===== src/rtl/spf_pkg.sv =====
// shared widths, register indexes and clamp helpers for the servo position follower
`default_nettype none

package spf_pkg;

  // operand and product widths of the shared multiplier, and the other data and index widths
  localparam int unsigned OpAW   = 33;
  localparam int unsigned OpBW   = 17;
  localparam int unsigned ProdW  = OpAW + OpBW;
  localparam int unsigned LimW   = 31;
  localparam int unsigned GainW  = 16;
  localparam int unsigned DtW    = 16;
  localparam int unsigned QW     = 32;
  localparam int unsigned CfgIdxW = 2;

  // configuration register indexes
  localparam logic [CfgIdxW-1:0] RegMaxAcc  = 2'd0;
  localparam logic [CfgIdxW-1:0] RegMaxVel  = 2'd1;
  localparam logic [CfgIdxW-1:0] RegAccGain = 2'd2;
  localparam logic [CfgIdxW-1:0] RegVelGain = 2'd3;

  // reset values of the configuration registers
  localparam logic [LimW-1:0]  MaxAccReset  = 31'd655360;
  localparam logic [LimW-1:0]  MaxVelReset  = 31'd655360;
  localparam logic [GainW-1:0] AccGainReset = 16'd2560;
  localparam logic [GainW-1:0] VelGainReset = 16'd512;

  typedef logic signed [ProdW-1:0] prod_t;
  typedef logic signed [QW-1:0]    q16_t;

  // symmetric clamp of a wide value to +/- lim
  function automatic q16_t spf_clamp(input prod_t x, input logic [LimW-1:0] lim);
    prod_t hi;
    prod_t lo;
    hi = $signed({{(ProdW-LimW){1'b0}}, lim});
    lo = -hi;
    if (x > hi) begin
      spf_clamp = q16_t'(hi);
    end else if (x < lo) begin
      spf_clamp = q16_t'(lo);
    end else begin
      spf_clamp = q16_t'(x);
    end
  endfunction

  // saturation to the signed 32-bit range
  function automatic q16_t spf_sat32(input prod_t x);
    prod_t hi;
    prod_t lo;
    hi = $signed({{(ProdW-QW+1){1'b0}}, {(QW-1){1'b1}}});
    lo = $signed({{(ProdW-QW+1){1'b1}}, {(QW-1){1'b0}}});
    if (x > hi) begin
      spf_sat32 = q16_t'(hi);
    end else if (x < lo) begin
      spf_sat32 = q16_t'(lo);
    end else begin
      spf_sat32 = q16_t'(x);
    end
  endfunction

endpackage

`default_nettype wire


===== src/rtl/spf_mul.sv =====
// shared signed multiplier with registered product
`default_nettype none

module spf_mul (
  input  logic                              clk_i,
  input  logic                              en_i,
  input  logic signed [spf_pkg::OpAW-1:0]   a_i,
  input  logic signed [spf_pkg::OpBW-1:0]   b_i,
  output logic signed [spf_pkg::ProdW-1:0]  p_o
);
  import spf_pkg::*;

  prod_t p_q;

  // one product per enabled cycle
  always_ff @(posedge clk_i) begin
    if (en_i) begin
      p_q <= a_i * b_i;
    end
  end

  assign p_o = p_q;

endmodule

`default_nettype wire


===== src/rtl/servo_position_follower.sv =====
// servo position follower: cascaded proportional loop with velocity and acceleration limits
//
// Input channel (in_valid_i / in_ready_o) moves one word per control tick: a target
// position (signed Q16.16) and a tick length (unsigned Q0.16 s). Output channel
// (out_valid_o / out_ready_i) returns the new position, velocity and the applied
// acceleration for that tick, all signed Q16.16.
// One multiplier is shared by the four products of a tick (velocity demand,
// acceleration, velocity step, position step). Each product passes through a
// multiply state (ST_MUL) and a shift/add/clamp state (ST_POST). The result
// enters the output register at the end of the position step; the sequencer then
// returns to ST_IDLE and only there takes the next word.
// The output register is separate from the sequencer, so the next word is taken
// while a result waits; a tick only stalls in its last step if the previous result
// has still not been taken.
// Configuration is a plain write port (cfg_we_i, cfg_idx_i, cfg_data_i), taken at
// any edge; write it only while the block is idle.
// Reset clears position and velocity to zero and loads the default limits
// (10.0 per second and per second squared) and gains (10.0 and 2.0).
`default_nettype none

module servo_position_follower (
  input  logic                               clk_i,
  input  logic                               rst_ni,
  // configuration
  input  logic                               cfg_we_i,
  input  logic [spf_pkg::CfgIdxW-1:0]        cfg_idx_i,
  input  logic [spf_pkg::LimW-1:0]           cfg_data_i,
  // input word
  input  logic                               in_valid_i,
  output logic                               in_ready_o,
  input  logic signed [spf_pkg::QW-1:0]      target_position_i,
  input  logic [spf_pkg::DtW-1:0]            delta_time_i,
  // output word
  output logic                               out_valid_o,
  input  logic                               out_ready_i,
  output logic signed [spf_pkg::QW-1:0]      position_o,
  output logic signed [spf_pkg::QW-1:0]      velocity_o,
  output logic signed [spf_pkg::QW-1:0]      acceleration_o
);
  import spf_pkg::*;

  typedef enum logic [1:0] {
    ST_IDLE,
    ST_MUL,
    ST_POST
  } state_e;

  // step codes of the sequencer
  localparam logic [1:0] StepVdem = 2'd0;
  localparam logic [1:0] StepAcc  = 2'd1;
  localparam logic [1:0] StepVel  = 2'd2;
  localparam logic [1:0] StepPos  = 2'd3;

  logic [LimW-1:0]  max_acc_q, max_vel_q;
  logic [GainW-1:0] acc_gain_q, vel_gain_q;

  state_e              state_q;
  logic [1:0]          step_q;
  logic [DtW-1:0]      dt_q;
  q16_t                pos_q, vel_q, acc_q;
  logic signed [OpAW-1:0] op_a_q;
  logic signed [OpBW-1:0] op_b_q;
  logic                out_valid_q;
  q16_t                out_pos_q, out_vel_q, out_acc_q;

  prod_t           prod;
  prod_t           shifted, addend, sum;
  logic [LimW-1:0] lim;
  q16_t            clamped, saturated;
  logic            in_acc, out_free, last_go;

  // configuration registers
  always_ff @(posedge clk_i or negedge rst_ni) begin
    if (!rst_ni) begin
      max_acc_q  <= MaxAccReset;
      max_vel_q  <= MaxVelReset;
      acc_gain_q <= AccGainReset;
      vel_gain_q <= VelGainReset;
    end else if (cfg_we_i) begin
      case (cfg_idx_i)
        RegMaxAcc:  max_acc_q  <= cfg_data_i;
        RegMaxVel:  max_vel_q  <= cfg_data_i;
        RegAccGain: acc_gain_q <= cfg_data_i[GainW-1:0];
        RegVelGain: vel_gain_q <= cfg_data_i[GainW-1:0];
        default: ;
      endcase
    end
  end

  // shared multiplier
  spf_mul u_mul (
    .clk_i (clk_i),
    .en_i  (state_q == ST_MUL),
    .a_i   (op_a_q),
    .b_i   (op_b_q),
    .p_o   (prod)
  );

  // shared shift, add, clamp and saturate unit
  always_comb begin
    shifted = (step_q inside {StepVdem, StepAcc}) ? (prod >>> 8) : (prod >>> 16);
    case (step_q)
      StepVel: addend = {{(ProdW-QW){vel_q[QW-1]}}, vel_q};
      StepPos: addend = {{(ProdW-QW){pos_q[QW-1]}}, pos_q};
      default: addend = '0;
    endcase
    sum       = shifted + addend;
    lim       = (step_q == StepAcc) ? max_acc_q : max_vel_q;
    clamped   = spf_clamp(sum, lim);
    saturated = spf_sat32(sum);
  end

  assign in_ready_o = (state_q == ST_IDLE);
  assign in_acc     = in_valid_i && in_ready_o;
  assign out_free   = !out_valid_q || out_ready_i;
  assign last_go    = (state_q == ST_POST) && (step_q == StepPos) && out_free;

  // sequencer, state and output register
  always_ff @(posedge clk_i or negedge rst_ni) begin
    if (!rst_ni) begin
      state_q     <= ST_IDLE;
      step_q      <= StepVdem;
      dt_q        <= '0;
      pos_q       <= '0;
      vel_q       <= '0;
      acc_q       <= '0;
      op_a_q      <= '0;
      op_b_q      <= '0;
      out_valid_q <= 1'b0;
      out_pos_q   <= '0;
      out_vel_q   <= '0;
      out_acc_q   <= '0;
    end else begin
      if (out_valid_q && out_ready_i && !last_go) begin
        out_valid_q <= 1'b0;
      end
      case (state_q)
        ST_IDLE: begin
          if (in_acc) begin
            dt_q    <= delta_time_i;
            op_a_q  <= {target_position_i[QW-1], target_position_i} - {pos_q[QW-1], pos_q};
            op_b_q  <= {1'b0, vel_gain_q};
            step_q  <= StepVdem;
            state_q <= ST_MUL;
          end
        end
        ST_MUL: begin
          state_q <= ST_POST;
        end
        ST_POST: begin
          case (step_q)
            StepVdem: begin
              op_a_q  <= {clamped[QW-1], clamped} - {vel_q[QW-1], vel_q};
              op_b_q  <= {1'b0, acc_gain_q};
              step_q  <= StepAcc;
              state_q <= ST_MUL;
            end
            StepAcc: begin
              acc_q   <= clamped;
              op_a_q  <= {clamped[QW-1], clamped};
              op_b_q  <= {1'b0, dt_q};
              step_q  <= StepVel;
              state_q <= ST_MUL;
            end
            StepVel: begin
              vel_q   <= clamped;
              op_a_q  <= {clamped[QW-1], clamped};
              op_b_q  <= {1'b0, dt_q};
              step_q  <= StepPos;
              state_q <= ST_MUL;
            end
            default: begin
              if (out_free) begin
                pos_q       <= saturated;
                out_pos_q   <= saturated;
                out_vel_q   <= vel_q;
                out_acc_q   <= acc_q;
                out_valid_q <= 1'b1;
                step_q      <= StepVdem;
                state_q     <= ST_IDLE;
              end
            end
          endcase
        end
        default: state_q <= ST_IDLE;
      endcase
    end
  end

  assign out_valid_o    = out_valid_q;
  assign position_o     = out_pos_q;
  assign velocity_o     = out_vel_q;
  assign acceleration_o = out_acc_q;

  // an accepted word starts the first multiply
  a_start: assert property (@(posedge clk_i) disable iff (!rst_ni)
    in_acc |=> (state_q == ST_MUL && step_q == StepVdem))
    else $error("accepted word did not start the sequencer");

  // a finished tick never overwrites an untaken result
  a_hold: assert property (@(posedge clk_i) disable iff (!rst_ni)
    (state_q == ST_POST && step_q == StepPos && out_valid_q && !out_ready_i)
      |=> (state_q == ST_POST && step_q == StepPos))
    else $error("result register overwritten while stalled");

  // delivered velocity lies within its limit
  a_vel_lim: assert property (@(posedge clk_i) disable iff (!rst_ni)
    out_valid_o |-> (velocity_o <= $signed({1'b0, max_vel_q}) &&
                     velocity_o >= -$signed({1'b0, max_vel_q})))
    else $error("velocity beyond limit");

  // delivered acceleration lies within its limit
  a_acc_lim: assert property (@(posedge clk_i) disable iff (!rst_ni)
    out_valid_o |-> (acceleration_o <= $signed({1'b0, max_acc_q}) &&
                     acceleration_o >= -$signed({1'b0, max_acc_q})))
    else $error("acceleration beyond limit");

endmodule

`default_nettype wire

===== config.mk =====
export PLATFORM = sky130hd
export DESIGN_NAME = servo_position_follower
export DESIGN_NICKNAME = d
export VERILOG_FILES = /design/src/rtl/spf_pkg.sv /design/src/rtl/spf_mul.sv /design/src/rtl/servo_position_follower.sv
export SDC_FILE = /design/constraint.sdc
export NUM_CORES = 2
export LEC_CHECK = 0
export ABC_AREA = 1
export BUFFER_PORTS_ARGS = -buffer_cell sky130_fd_sc_hd__buf_2
export CAP_MARGIN = 20
export CORE_ASPECT_RATIO = 0.6
export CORE_MARGIN = 3
export CORE_UTILIZATION = 25
export DETAILED_ROUTE_END_ITERATION = 8
export PLACE_DENSITY_LB_ADDON = 0.25
export SLEW_MARGIN = 25
export SYNTH_ARGS = -nofsm -noshare
export SYNTH_HDL_FRONTEND = slang
export SYNTH_HIERARCHICAL = 1
export SYNTH_SLANG_ARGS = --single-unit
export TNS_END_PERCENT = 20

===== constraint.sdc =====
create_clock -name clk_i -period 9.25 [get_ports clk_i]
set_input_delay 2.3125 -clock clk_i [delete_from_list [all_inputs] [get_ports clk_i]]
set_output_delay 2.3125 -clock clk_i [all_outputs]
set_load 0.1 [all_outputs]

==> impl_metrics.env <==
export IMPL_htree_levels=2
export IMPL_drt_iter0_drc=4979
export IMPL_wirelength_mm=204
export IMPL_syn_inst=6418
export IMPL_cts_root_buf="clkbuf_16"
export IMPL_path_clk_slew_ns=0.08
export IMPL_grt_max_degree=146
export IMPL_crit_family="compound AO/OA/AOI/OAI gates"
export IMPL_finalSetupTns_ns=0
export IMPL_routedWlPerCell_um=22.5
export IMPL_critPathBufInv=11
export IMPL_numPortBuffers=183
export IMPL_clkLatencyLatePin_ns=0.64
export IMPL_critPathSlowestCell="o32ai_1"
export IMPL_status="complete, no violations"
export IMPL_drive_gt1_frac=0.101
export IMPL_drt_vias_per_instance=4.76
export IMPL_die_area_um2=192000
export IMPL_period_minus_slack_ns=8.79
export IMPL_gp_congestion=1.05
export IMPL_dpl_hpwl_mm=172
export IMPL_fin_crit_sh=0.951
export IMPL_grt_first_pass_wirelength_mm=296
export IMPL_core_um2=185000
export IMPL_finalNetCount=7495
export IMPL_syn_nets=7352
export IMPL_crit_required_ns=9.71
export IMPL_final_area_um2=52900
export IMPL_cts_tree="yes"
export IMPL_grt_total_usage=0.210
export IMPL_report_final_setup_viol=0
export IMPL_antenna_found_initial=12
export IMPL_slew_viol_final=0
export IMPL_postRouteAntennaNets=0
export IMPL_die_height_um=341
export IMPL_cts_buffers=38
export IMPL_tightest_slew_ns=1.15
export IMPL_timing_critical_path_mode_cell="nand2_1"
export IMPL_areaGrowthSynthToFinish_pct=13.3
export IMPL_cts_sinks=366
export IMPL_first_pass_iters=6
export IMPL_cts_buffer_depth=3
export IMPL_cp_max_fo=27
export IMPL_crit_type="reg2reg"
export IMPL_maxClockFrequency_ghz=0.114
export IMPL_avgSynthCellArea_um2=7.27
export IMPL_boundaryPins=184
export IMPL_critPathArrivalTime_ns=9.25
export IMPL_drc=0
export IMPL_crit_path_max_incr_delay_ns=0.59
export IMPL_grt_overflow=0
export IMPL_hold_path_class="reg2reg"
export IMPL_place_area_um2=51100
export IMPL_dieWidth_um=564
export IMPL_relSlewSlack=0.235
export IMPL_initial_utilization=0.252
export IMPL_start_kind="flop"
export IMPL_rows=122
export IMPL_via_count=43100
export IMPL_worstSetupEndpointType="flop"
export IMPL_synth_cell_area_um2=46700
export IMPL_grt_pass1_vias=40900
export IMPL_fin_worst_skew_ns=0.0691
export IMPL_drv_cap=0
export IMPL_hold_viol_final=0
export IMPL_ys_warnings_count=6
==> metal layers <==
layer  routed length [µm]  GRT usage
met1               110000      0.361
met2                68700      0.245
met3                23900     0.0660
met4                 1720     0.0175
met5                  425     0.0108
==> cell usage in the layout, fill, tap and decap left out, drive strengths merged, types with 7 or more instances in the layout <==
cell    count
nor4       15
a22oi      16
buf       352
nor3       39
a21boi     11
a211oi     15
xnor2      17
o32ai      31
a21o       17
edfxtp     42
ha        309
nand2    1848
dfstp       7
clkbuf     53
a31oi      19
fa        539
xor2       87
clkinv      8
nand4      47
nand3     185
nor2      424
o21bai     18
dfrtp     317
or2        46
o211ai     11
a21oi     330
inv      1378
o21ai     355
==> worst paths after layout <==
check | startpoint | endpoint | slack, ns | depth (start not counted)
max | step_q[0] | op_a_q[19] | 0.46 | 46
max reg2reg | step_q[0] | op_a_q[19] | 0.46 | 46
max in group asynchronous | rst_ni | acc_q[26] | 6.06 | 2
min in group asynchronous | rst_ni | dt_q[8] | 1.72 | 1
min | acceleration_o[5] | acceleration_o[5] | 0.47 | 2
min reg2reg | acceleration_o[5] | acceleration_o[5] | 0.47 | 2
==> metrics by stage <==
stage           util  setup slack [ns]  instances  hold slack (ns)
3_5_place_dp   0.276            -0.311       8999            0.455
6_report       0.286             0.457       9072            0.469
4_1_cts        0.283            0.0192       9068            0.471
5_1_grt        0.286          -0.00998       9070            0.489
2_1_floorplan      -              1.42       6418            0.445
3_3_place_gp   0.276            -0.268       8999            0.452
==> tightest hold or removal path: cells and delay by family (launching register included) <==
| family | cells | cell delay, ns |
|---|---|---|
| simple gates | 2 | 0.09 |
| flops | 1 | 0.34 |
==> sequential cells by signal, indices dropped and copies added, names as in the netlist, 2 cells and up <==
| signal | flops |
|---|---|
| acc_gain_q | 16 |
| acc_q | 32 |
| acceleration_o | 32 |
| dt_q | 16 |
| max_acc_q | 31 |
| max_vel_q | 31 |
| op_a_q | 33 |
| op_b_q | 16 |
| position_o | 32 |
| state_q | 2 |
| step_q | 2 |
| u_mul/p_o | 42 |
| vel_gain_q | 16 |
| vel_q | 32 |
| velocity_o | 32 |
==> layout make-up <==
cell class                      count  area (µm²)
Sequential cell                   366        9390
Multi-Input combinational cell   4424       31600
Tap cell                         2480        3100
Fill cell                       20500      132000
Timing Repair Buffer              352        2280
Clock inverter                     16         225
Antenna cell                        2        5.00
Clock buffer                       53        1080
Inverter                         1379        5180
==> timing repair <==
action,CTS,global route
resized for setup,8,85
gates cloned,0,0
setup endpoints to repair,18,25
buffers inserted,0,2
hold buffers,0,0
pin swaps,0,7
Power is not shown: default switching activity piles up to over one toggle a cycle in this logic, so the estimate is an artifact.
